<file path="config.mk">
export PLATFORM = sky130hd
export DESIGN_NAME = ffha_ctrl
export DESIGN_NICKNAME = d
export VERILOG_FILES = /design/src/ffha_pkg.sv /design/src/ffha_ctrl.sv
export SDC_FILE = /design/constraint.sdc
export NUM_CORES = 1
export LEC_CHECK = 0
export ABC_CLOCK_PERIOD_IN_PS = 5400
export BUFFER_PORTS_ARGS = -buffer_cell sky130_fd_sc_hd__clkbuf_2
export CAP_MARGIN = 40
export CORE_ASPECT_RATIO = 1.5
export CORE_MARGIN = 8
export CORE_UTILIZATION = 35
export CTS_BUF_LIST = sky130_fd_sc_hd__clkbuf_4 sky130_fd_sc_hd__clkbuf_8
export CTS_CLUSTER_SIZE = 30
export DETAILED_ROUTE_END_ITERATION = 16
export REMOVE_ABC_BUFFERS = 1
export SYNTH_ARGS = -nofsm -noshare
export SYNTH_HDL_FRONTEND = slang
export SYNTH_SLANG_ARGS = --single-unit
</file>
<file path="constraint.sdc">
create_clock -name clk -period 5.4 [get_ports clk]
set_input_delay 0 -clock clk [delete_from_list [all_inputs] [get_ports clk]]
set_output_delay 0 -clock clk [all_outputs]
set_load 0.01 [all_outputs]
</file>
<file path="src/ffha_pkg.sv">
`timescale 1ns / 1ps
// ----------------------------------------------------------------------------
// ffha_pkg
// Shared types, constants and command codes of the first-fit heap allocator.
// ----------------------------------------------------------------------------
package ffha_pkg;

  localparam int AW         = 12;            // heap word index bits
  localparam int HEAP_WORDS = 1 << AW;
  localparam int XW         = AW + 3;        // extended address, catches out-of-range
  localparam int SW         = AW + 5;        // block size in bytes
  localparam int CW         = AW + 1;        // sweep / walk counter

  localparam logic [15:0] BLK_MARK  = 16'hfeef;
  localparam int          MIN_USER  = 16;
  localparam int          OVERHEAD  = 32;
  localparam int          MIN_BLOCK = 48;
  localparam int          LINK_NEXT = 3;
  localparam int          LINK_PREV = 4;

  localparam logic [1:0] ST_OK  = 2'd0;
  localparam logic [1:0] ST_OOM = 2'd1;
  localparam logic [1:0] ST_BAD = 2'd2;

  typedef struct packed {
    logic          operation;
    logic [15:0]   request_bytes;
    logic [AW-1:0] payload_index;
  } req_t;

  typedef struct packed {
    logic [1:0]    status;
    logic [AW-1:0] granted_index;
  } rsp_t;

  typedef enum logic [5:0] {
    DP_NOP, DP_CLR, DP_LOAD, DP_RD_P, DP_RD_P3, DP_NEXT, DP_SEL,
    DP_RD_T3, DP_NX, DP_PV, DP_WR_PV3, DP_WR_NX4,
    DP_WR_HEAD_USED, DP_WR_TAIL_NEED, DP_SETUP_REM, DP_WR_P_USED, DP_GRANT,
    DP_WR_T_HEAD, DP_WR_T_TAIL, DP_WR_T3_T, DP_WR_T4_NEW, DP_RD_H4, DP_WR_R3,
    DP_WR_T3_H, DP_WR_T4_R, DP_WR_H4_T,
    DP_RD_Q, DP_CHK, DP_RD_R, DP_ADD, DP_WR_T_ZERO, DP_RD_QM1, DP_SET_LEFT,
    DP_RD_T, DP_WR_Q_ZERO, DP_T_Q,
    DP_FAIL_OOM, DP_FAIL_BAD, DP_OK_FREE
  } dp_op_t;

  typedef struct packed {
    dp_op_t op;
  } dp_cmd_t;

  typedef struct packed {
    logic empty;
    logic op_free;
    logic pay_low;
    logic fit;
    logic rem_big;
    logic link_head;
    logic cnt_last;
    logic self_link;
    logic blk_free;
    logic head_bad;
    logic tail_bad;
    logic right_end;
    logic q_zero;
    logic left_ok;
  } dp_stat_t;

  typedef enum logic [5:0] {
    S_CLR, S_IDLE, S_DISP, S_DONE,
    A_RD, A_CHK, A_NEXT, A_SPLIT, A_S1, A_S2, A_USED, A_OK,
    R_0, R_1, R_2, R_3, R_4,
    I_0, I_1, I_E0, I_E1, I_2, I_3, I_4, I_5, I_6, I_7,
    F_HEAD, F_TAIL, F_RIGHT, F_RZ, F_L0, F_L1, F_L2, F_L3, F_L4, F_INS, F_OK
  } state_t;

  // contents of the heap right after reset: one free block over everything
  function automatic logic [63:0] init_word(input logic [AW-1:0] idx);
    logic [63:0] w;
    w = 64'd0;
    if (idx == '0) begin
      w = {BLK_MARK, 48'(HEAP_WORDS * 8)};
    end else if (idx == AW'(HEAP_WORDS - 1)) begin
      w = 64'(HEAP_WORDS * 8);
    end
    return w;
  endfunction

endpackage

</file>
<file path="src/ffha_ctrl.sv">
`timescale 1ns / 1ps
// ----------------------------------------------------------------------------
// ffha_ctrl
// Sequencer for allocate, free and the shared list unlink / link routines.
// ----------------------------------------------------------------------------
module ffha_ctrl
  import ffha_pkg::*;
(
  input  logic     clk,
  input  logic     rst,
  input  logic     start,
  input  dp_stat_t stat,
  output dp_cmd_t  cmd,
  output logic     busy,
  output logic     done
);

  state_t state, state_next;
  state_t ret, ret_next;

  always_ff @(posedge clk) begin
    if (rst) begin
      state <= S_CLR;
      ret   <= S_IDLE;
    end else begin
      state <= state_next;
      ret   <= ret_next;
    end
  end

  always_comb begin
    state_next = state;
    ret_next   = ret;
    cmd.op     = DP_NOP;
    busy       = 1'b1;
    done       = 1'b0;
    case (state)
      S_CLR: begin
        cmd.op = DP_CLR;
        if (stat.cnt_last) begin
          state_next = S_IDLE;
        end
      end
      S_IDLE: begin
        busy = 1'b0;
        if (start) begin
          cmd.op     = DP_LOAD;
          state_next = S_DISP;
        end
      end
      S_DISP: begin
        if (stat.op_free) begin
          if (stat.pay_low) begin
            cmd.op = DP_FAIL_BAD; state_next = S_DONE;
          end else begin
            cmd.op = DP_RD_Q; state_next = F_HEAD;
          end
        end else if (stat.empty) begin
          cmd.op = DP_FAIL_OOM; state_next = S_DONE;
        end else begin
          cmd.op = DP_RD_P; state_next = A_CHK;
        end
      end
      S_DONE: begin
        done       = 1'b1;
        state_next = S_IDLE;
      end
      // first-fit walk
      A_RD: begin
        cmd.op = DP_RD_P; state_next = A_CHK;
      end
      A_CHK: begin
        if (stat.fit) begin
          cmd.op = DP_SEL; ret_next = A_SPLIT; state_next = R_0;
        end else begin
          cmd.op = DP_RD_P3; state_next = A_NEXT;
        end
      end
      A_NEXT: begin
        if (stat.link_head || stat.cnt_last) begin
          cmd.op = DP_FAIL_OOM; state_next = S_DONE;
        end else begin
          cmd.op = DP_NEXT; state_next = A_RD;
        end
      end
      A_SPLIT: begin
        if (stat.rem_big) begin
          cmd.op = DP_WR_HEAD_USED; state_next = A_S1;
        end else begin
          cmd.op = DP_RD_P; state_next = A_USED;
        end
      end
      A_S1: begin
        cmd.op = DP_WR_TAIL_NEED; state_next = A_S2;
      end
      A_S2: begin
        cmd.op = DP_SETUP_REM; ret_next = A_OK; state_next = I_0;
      end
      A_USED: begin
        cmd.op = DP_WR_P_USED; state_next = A_OK;
      end
      A_OK: begin
        cmd.op = DP_GRANT; state_next = S_DONE;
      end
      // unlink block t
      R_0: begin
        cmd.op = DP_RD_T3; state_next = R_1;
      end
      R_1: begin
        cmd.op = DP_NX; state_next = R_2;
      end
      R_2: begin
        cmd.op     = DP_PV;
        state_next = stat.self_link ? ret : R_3;
      end
      R_3: begin
        cmd.op = DP_WR_PV3; state_next = R_4;
      end
      R_4: begin
        cmd.op = DP_WR_NX4; state_next = ret;
      end
      // link block t of size sz just before the head
      I_0: begin
        cmd.op = DP_WR_T_HEAD; state_next = I_1;
      end
      I_1: begin
        cmd.op     = DP_WR_T_TAIL;
        state_next = stat.empty ? I_E0 : I_2;
      end
      I_E0: begin
        cmd.op = DP_WR_T3_T; state_next = I_E1;
      end
      I_E1: begin
        cmd.op = DP_WR_T4_NEW; state_next = ret;
      end
      I_2: begin
        cmd.op = DP_RD_H4; state_next = I_3;
      end
      I_3: begin
        cmd.op = DP_WR_R3; state_next = I_4;
      end
      I_4: begin
        cmd.op = DP_WR_T3_H; state_next = I_5;
      end
      I_5: begin
        cmd.op = DP_RD_H4; state_next = I_6;
      end
      I_6: begin
        cmd.op = DP_WR_T4_R; state_next = I_7;
      end
      I_7: begin
        cmd.op = DP_WR_H4_T; state_next = ret;
      end
      // free: checks, then right and left merge
      F_HEAD: begin
        if (stat.head_bad) begin
          cmd.op = DP_FAIL_BAD; state_next = S_DONE;
        end else begin
          cmd.op = DP_CHK; state_next = F_TAIL;
        end
      end
      F_TAIL: begin
        if (stat.tail_bad) begin
          cmd.op = DP_FAIL_BAD; state_next = S_DONE;
        end else if (stat.right_end) begin
          state_next = F_L0;
        end else begin
          cmd.op = DP_RD_R; state_next = F_RIGHT;
        end
      end
      F_RIGHT: begin
        if (stat.blk_free) begin
          cmd.op = DP_ADD; ret_next = F_RZ; state_next = R_0;
        end else begin
          state_next = F_L0;
        end
      end
      F_RZ: begin
        cmd.op = DP_WR_T_ZERO; state_next = F_L0;
      end
      F_L0: begin
        if (stat.q_zero) begin
          state_next = F_INS;
        end else begin
          cmd.op = DP_RD_QM1; state_next = F_L1;
        end
      end
      F_L1: begin
        if (stat.left_ok) begin
          cmd.op = DP_SET_LEFT; state_next = F_L2;
        end else begin
          state_next = F_INS;
        end
      end
      F_L2: begin
        cmd.op = DP_RD_T; state_next = F_L3;
      end
      F_L3: begin
        if (stat.blk_free) begin
          cmd.op = DP_ADD; ret_next = F_L4; state_next = R_0;
        end else begin
          state_next = F_INS;
        end
      end
      F_L4: begin
        cmd.op = DP_WR_Q_ZERO; state_next = F_INS;
      end
      F_INS: begin
        cmd.op = DP_T_Q; ret_next = F_OK; state_next = I_0;
      end
      F_OK: begin
        cmd.op = DP_OK_FREE; state_next = S_DONE;
      end
      default: begin
        state_next = S_IDLE;
      end
    endcase
  end

endmodule

</file>
==> results of run 1 <==
[sequential cells by signal, summed over array words and instances, names as in the netlist]
name,count
ret,6
state,6
[power by group through the flow]
stage          combinational [uW]  clock (uW)  sequential, uW
2_1_floorplan                34.0           0            98.7
3_3_place_gp                 65.3           0            99.6
3_5_place_dp                 73.5           0            95.4
4_1_cts                      73.9         103            93.5
5_1_grt                      82.0         106            93.9
6_report                     76.2         101            93.5
[path summary, 6_finish.rpt]
kind         slack, ns             endpoint  cells after the start
max reg2reg       2.98  ret[0]$_SDFFE_PP1P_                      5
min reg2reg       0.46  ret[1]$_SDFFE_PP0P_                      2
max               2.82               cmd[3]                      7
min               0.12  ret[3]$_SDFFE_PP0P_                      2
[through the flow]
step,area (sq um),setup slack (ns)
floorplan,1780,3.09
global placement,2010,2.74
detailed placement,2070,3.04
CTS,2130,2.83
global route,2130,2.75
finish,2130,2.82
[cell families after synthesis]
| logic type | count (synthesis) | synth area share, % |
|---|---|---|
| mux | 2 | 1.11 |
| xor+xnor | 3 | 1.37 |
| compound gates | 95 | 36.9 |
| buf+inv | 37 | 8.88 |
| flops | 12 | 12.5 |
| simple gates | 134 | 39.2 |
[layout make-up]
| class | instances | area [sq um] |
|---|---|---|
| Clock buffer | 4 | 55.1 |
| Fill cell | 574 | 3240 |
| Inverter | 8 | 30.0 |
| Timing Repair Buffer | 31 | 208 |
| Multi-Input combinational cell | 234 | 1510 |
| Sequential cell | 12 | 240 |
| Tap cell | 70 | 87.6 |
[synthesized netlist by cell type (all sizes together) (5+ instances only)]
library cell / n / area [sq um]
o32ai: 5 / 51.3
dfxtp: 12 / 240
inv: 8 / 30.0
nor3: 7 / 35.0
a21oi: 16 / 80.1
a22oi: 5 / 42.5
nor4: 5 / 31.3
clkbuf: 12 / 45.0
o21ai: 19 / 95.1
o22ai: 6 / 37.5
buf: 17 / 95.1
nor2b: 12 / 75.1
nand2b: 12 / 75.1
nand2: 25 / 93.8
nor2: 28 / 108
a211oi: 7 / 52.6
nand3: 9 / 45.0
[routing by layer]
layer  wire [um]  GRT usage [%]  vias to the layer above
met5           0              0                        -
met4         631           16.7                        0
met3         620           3.02                       55
met2        3690           31.6                      183
met1        2830           21.1                     1120
li1            -              -                     1093
[critical path, delay by kind of cell (launching register included)]
kind                   cells  cell delay [ns]
AO/OA/AOI/OAI              2             0.26
flip-flops                 1             0.45
AND/OR/NAND/NOR            3             1.22
buffers and inverters      2             0.40
==> metrics.md, run 1 <==
| Metric | Value |
|---|---|
| Worst Setup End Kind | primary output |
| Pre-antenna DRT Iters | 6 |
| P&R area growth vs syn | 11.0% |
| CP startpoint kind | flip-flop |
| Power, Total | 271 uW |
| Die Ht | 107 um |
| Setup CP Type | reg -> out |
| Grt ovf | 0 |
| Pleak | 0.000709 uW |
| Worst Setup SP | state[0]$_SDFFE_PP0P_ |
| F_max | 388 MHz |
| HP Class | in -> reg |
| Via/cell ratio | 6.83 |
| Finished Layout Cells | 359 |
| First-pass GRT wire length | 12.7 mm |
| Most frequent cells in the layout | nor2_1, nand2_1, clkbuf_2 |
| GP Congestion | 1.05 |
| Largest stage delay on the critical path | 0.56 ns |
| Port-buffer cells | 24 |
| Setup violations, final | 0 |
| Clock power share | 37.3% |
| Commonest non-fill, non-tap cell in the layout | nor2_1 |
| CP max FO | 21 |
| Syn Std Cell Area | 0.00192 sq mm |
| Comb pwr share | 28.1% |
| P per Cell Area | 127 mW/mm^2 |
| Vias | 2451 |
| Largest net degree at the start of global routing | 43 |
| Reg power frac | 34.5% |
| Post-synthesis register bit count | 12 |
| Core area | 0.00537 sq mm |
| Sink Count | 12 |
| Status | finished clean |
| Initial Util | 35.7% |
| Fraction of layout cells with a size suffix above 1 | 18.0% |
| Reg2reg start | state[0]$_SDFFE_PP0P_ |
| Net Switching | 88.7 uW |
| Pins Over Slew Limit | 0 |
| Post-synth EDFFs | 0 |
| DRC viols | 0 |
| Crit-path cells | buf_16, or2_2, or4_1, o22ai_1, and4b_1, o211ai_1, clkbuf_2 |
| CTS tree | built |
| Hold_sp | rst |
| Crit path arrival time | 2.58 ns |
| Cts bufs inserted | 3 |
| Total Routing Usage GR | 19.2% |
| Die Area | 0.00815 sq mm |
| Setup TNS | 0 ns |
| Worst vdd ir | 0.0519 mV |
| Worst skew pair latency | 0.25 ns |
| Final Skew | 0.00536 ns |
| Power Internal | 182 uW |
| Die W | 76.4 um |
| Tcrit/Tclk final | 47.7% |
| Detail Placement HPWL | 5.78 mm |
| # diodes | 0 |
| Max-cap violation count | 0 |
| Average routed wire per standard cell | 21.6 um |
| Worst-path clk slew | 0.05 ns |
| Sw frac | 32.7% |
| Req. time, crit path | 5.40 ns |
| Initial antenna violation count | 0 |
| H-tree Lvls | 1 |
| Synth warn | 0 |
| Rel. slew slack | 57.6% |
| Cts repair resizes | 0 |
| Placed cells | 355 |
| Number of global-route vias before repair | 2380 |
| Nets@finish | 307 |
| Post-CTS setup buffers | 0 |
| RSZ-0062 raised after global routing | no |
| Gate Count Post-Synth | 283 |
| Min Tclk post-route | 2.58 ns |
| Syn Area/Cell | 6.77 sq um |
| Antenna-violating nets left | 0 |
| CTS root buf | clkbuf_8 |
| Main synth FF type | dfxtp_1 |
| Worst-margin pin slew | 0.635 ns |
| Site Rows | 33 |
| Worst hold slack | 0.123 ns |
| Util after Layout | 39.6% |
| Distinct cells, synth | 66 |
| Register area share after synthesis | 12.5% |
| Clock Path Buffers | 2 |
| Critical path's slowest cell | or4_1 |
| Number of DRC markers in iteration 0 | 245 |
| Async SR Flop Fraction | 0% |
| WL final | 7.76 mm |
| Ports | 25 |
| Cts hold-fix bufs | 0 |
| Final hold violation count | 0 |
No activity file was read; power rests on OpenSTA's default activity.
==> run 2: changes to the inputs <==
--- a/config.mk
+++ b/config.mk
@@ -5,7 +5,7 @@
 export SDC_FILE = /design/constraint.sdc
 export NUM_CORES = 1
 export LEC_CHECK = 0
-export ABC_CLOCK_PERIOD_IN_PS = 5400
+export ABC_CLOCK_PERIOD_IN_PS = 2430
 export BUFFER_PORTS_ARGS = -buffer_cell sky130_fd_sc_hd__clkbuf_2
 export CAP_MARGIN = 40
 export CORE_ASPECT_RATIO = 1.5
==> constraint.sdc (replaced) <==
create_clock -name clk -period 2.43 [get_ports clk]
set_input_delay 0 -clock clk [delete_from_list [all_inputs] [get_ports clk]]
set_output_delay 0 -clock clk [all_outputs]
set_load 0.01 [all_outputs]
==> run 2 against run 1 <==
Sequential power rose by 120%. Critical path depth fell by 1. Clock power grew 130%. Wire length up 9.1%. Flip-flop and latch count stayed put. Hold slack gained 0.0028 ns. Largest power group unchanged.
==> metrics.md, run 2 (same netlist as run 1, synthesis figures left out) <==
| Metric | Value |
|---|---|
| Status | finished clean |
| Pre-antenna DRT Iters | 5 |
| Fillers | 591 |
| Busiest grt layer | met2 |
| CP max FO | 5 |
| Biggest regs | ret: 6 flops, state: 6 flops |
| Crit path arrival time | 2.35 ns |
| Pins Over Slew Limit | 0 |
| Critical path's slowest cell | or4b_4 |
| Nets@finish | 326 |
| RSZ-0062 raised after global routing | no |
| Commonest non-fill, non-tap cell in the layout | nor2_1 |
| Cts hold-fix bufs | 0 |
| Grt ovf | 0 |
| Antenna-violating nets left | 0 |
| DRC viols | 0 |
| # diodes | 0 |
| Worst-path clk slew | 0.06 ns |
| Setup violations, final | 0 |
| CTS root buf | clkbuf_8 |
| Pleak | 0.000798 uW |
| Tcrit/Tclk final | 96.9% |
| Max-cap violation count | 0 |
| Vias | 2501 |
| Placed cells | 374 |
| Fraction of layout cells with a size suffix above 1 | 23.7% |
| Min Tclk post-route | 2.35 ns |
| Final hold violation count | 0 |
| CTS tree | built |
| WL final | 8.47 mm |
| Post-CTS setup buffers | 0 |
| Grt met1 use | 22.1% |
| Average routed wire per standard cell | 22.4 um |
| Req. time, crit path | 2.43 ns |
| Clock Path Buffers | 2 |
| Setup CP Type | reg -> out |
| First-pass GRT wire length | 13.4 mm |
| Via/cell ratio | 6.62 |
| Site Rows | 33 |
| Port-buffer cells | 24 |
| Multi-input logic area | 0.00151 sq mm |
| Number of global-route vias before repair | 2391 |
| CP startpoint kind | flip-flop |
| P&R area growth vs syn | 16.9% |
| Largest net degree at the start of global routing | 35 |
| Die W | 76.4 um |
| Initial Util | 35.7% |
| F_max | 425 MHz |
| HP Class | in -> reg |
| Largest stage delay on the critical path | 0.62 ns |
| Rel. slew slack | 48.2% |
| GP Congestion | 1.03 |
| Finished Layout Cells | 378 |
| Initial antenna violation count | 0 |
| Most frequent cells in the layout | nor2_1, nand2_1, buf_4 |
| Die Area | 0.00815 sq mm |
| Worst skew pair latency | 0.25 ns |
| P per Cell Area | 274 mW/mm^2 |
| Crit-path cells | or4b_4, or4_1, o21ai_0, nor3_1, nand3_1, clkbuf_2 |
| Met2 Use GR | 35.8% |
| Core area | 0.00537 sq mm |
| Number of DRC markers in iteration 0 | 255 |
| Ports | 25 |
| Worst-margin pin slew | 0.774 ns |
| Worst vdd ir | 0.135 mV |
| Final Skew | 0.00144 ns |
| Setup TNS | 0 ns |
| Detail Placement HPWL | 6.50 mm |
| H-tree Lvls | 1 |
| GR Util met3 | 2.18% |
| Sink Count | 12 |
| Cts bufs inserted | 3 |
| Total Routing Usage GR | 20.5% |
| Die Ht | 107 um |
| Worst Setup End Kind | primary output |
| FF/Latch Area | 243 sq um |
[run 2: cell types whose count changed in the layout (fill, tap and decap cells not counted)]
cell / before / now
dfxtp_1: 12 / 10
buf_4: 4 / 25
buf_16: 1 / 0
buf_8: 2 / 0
buf_6: 0 / 1
dfxtp_2: 0 / 2
[run 2: through the flow]
stage / area [sq um] / util, % / worst slack, ns / power (uW) / hold WS [ns]
floorplan: 1780 / - / 0.117 / 295 / 0.0662
global placement: 2180 / 40.6 / 0.267 / 384 / 0.370
detailed placement: 2180 / 40.6 / 0.257 / 382 / 0.372
CTS: 2230 / 41.6 / 0.0150 / 611 / 0.127
global route: 2240 / 41.7 / 0.0197 / 634 / 0.169
finish: 2240 / 41.7 / 0.0756 / 614 / 0.126
[run 2: worst paths after layout]
check | start | end | slack (ns) | cells after the start
worst min register to register | ret[1]$_SDFFE_PP0P_ | ret[1]$_SDFFE_PP0P_ | 0.46 | 2
worst max-delay path | state[2]$_SDFFE_PP0P_ | cmd[1] | 0.08 | 6
worst max register to register | state[2]$_SDFFE_PP0P_ | state[0]$_SDFFE_PP0P_ | 0.29 | 6
worst min-delay path | rst | ret[5]$_SDFFE_PP0P_ | 0.13 | 2
[run 2: layer usage]
metal  routed length, um  vias to the layer above
met1                3100                     1174
met2                4270                      160
met4                 588                        0
met3                 517                       39
met5                   0                        -
li1                    -                     1128
[run 2: area by class of cell]
cell class	instances	share of cell area, %
Inverter	8	1.34
Clock buffer	4	2.46
Timing Repair Buffer	50	14.2
Multi-Input combinational cell	234	67.2
Tap cell	70	3.91
Sequential cell	12	10.8
[run 2: where the power goes]
part / switching [uW] / internal (uW) / leakage (uW) / total, uW
registers: 5.29 / 200 / 0.0000980 / 205
logic: 112 / 65.7 / 0.000671 / 178
clock network: 87.4 / 144 / 0.0000288 / 231
[run 2: worst max-delay path: cells and delay by family, from the launching register on]
| family | cells | cell delay, ns |
|---|---|---|
| AOI/OAI and AO/OA | 1 | 0.21 |
| buffers and inverters | 1 | 0.13 |
| DFF | 1 | 0.39 |
| and+or+nand+nor | 4 | 1.37 |
[run 2: timing repair]
item                                   4_1_cts  5_1_grt
endpoints found under the hold margin        0        0
setup endpoints to repair                    0        4
gates resized for setup                      0        3
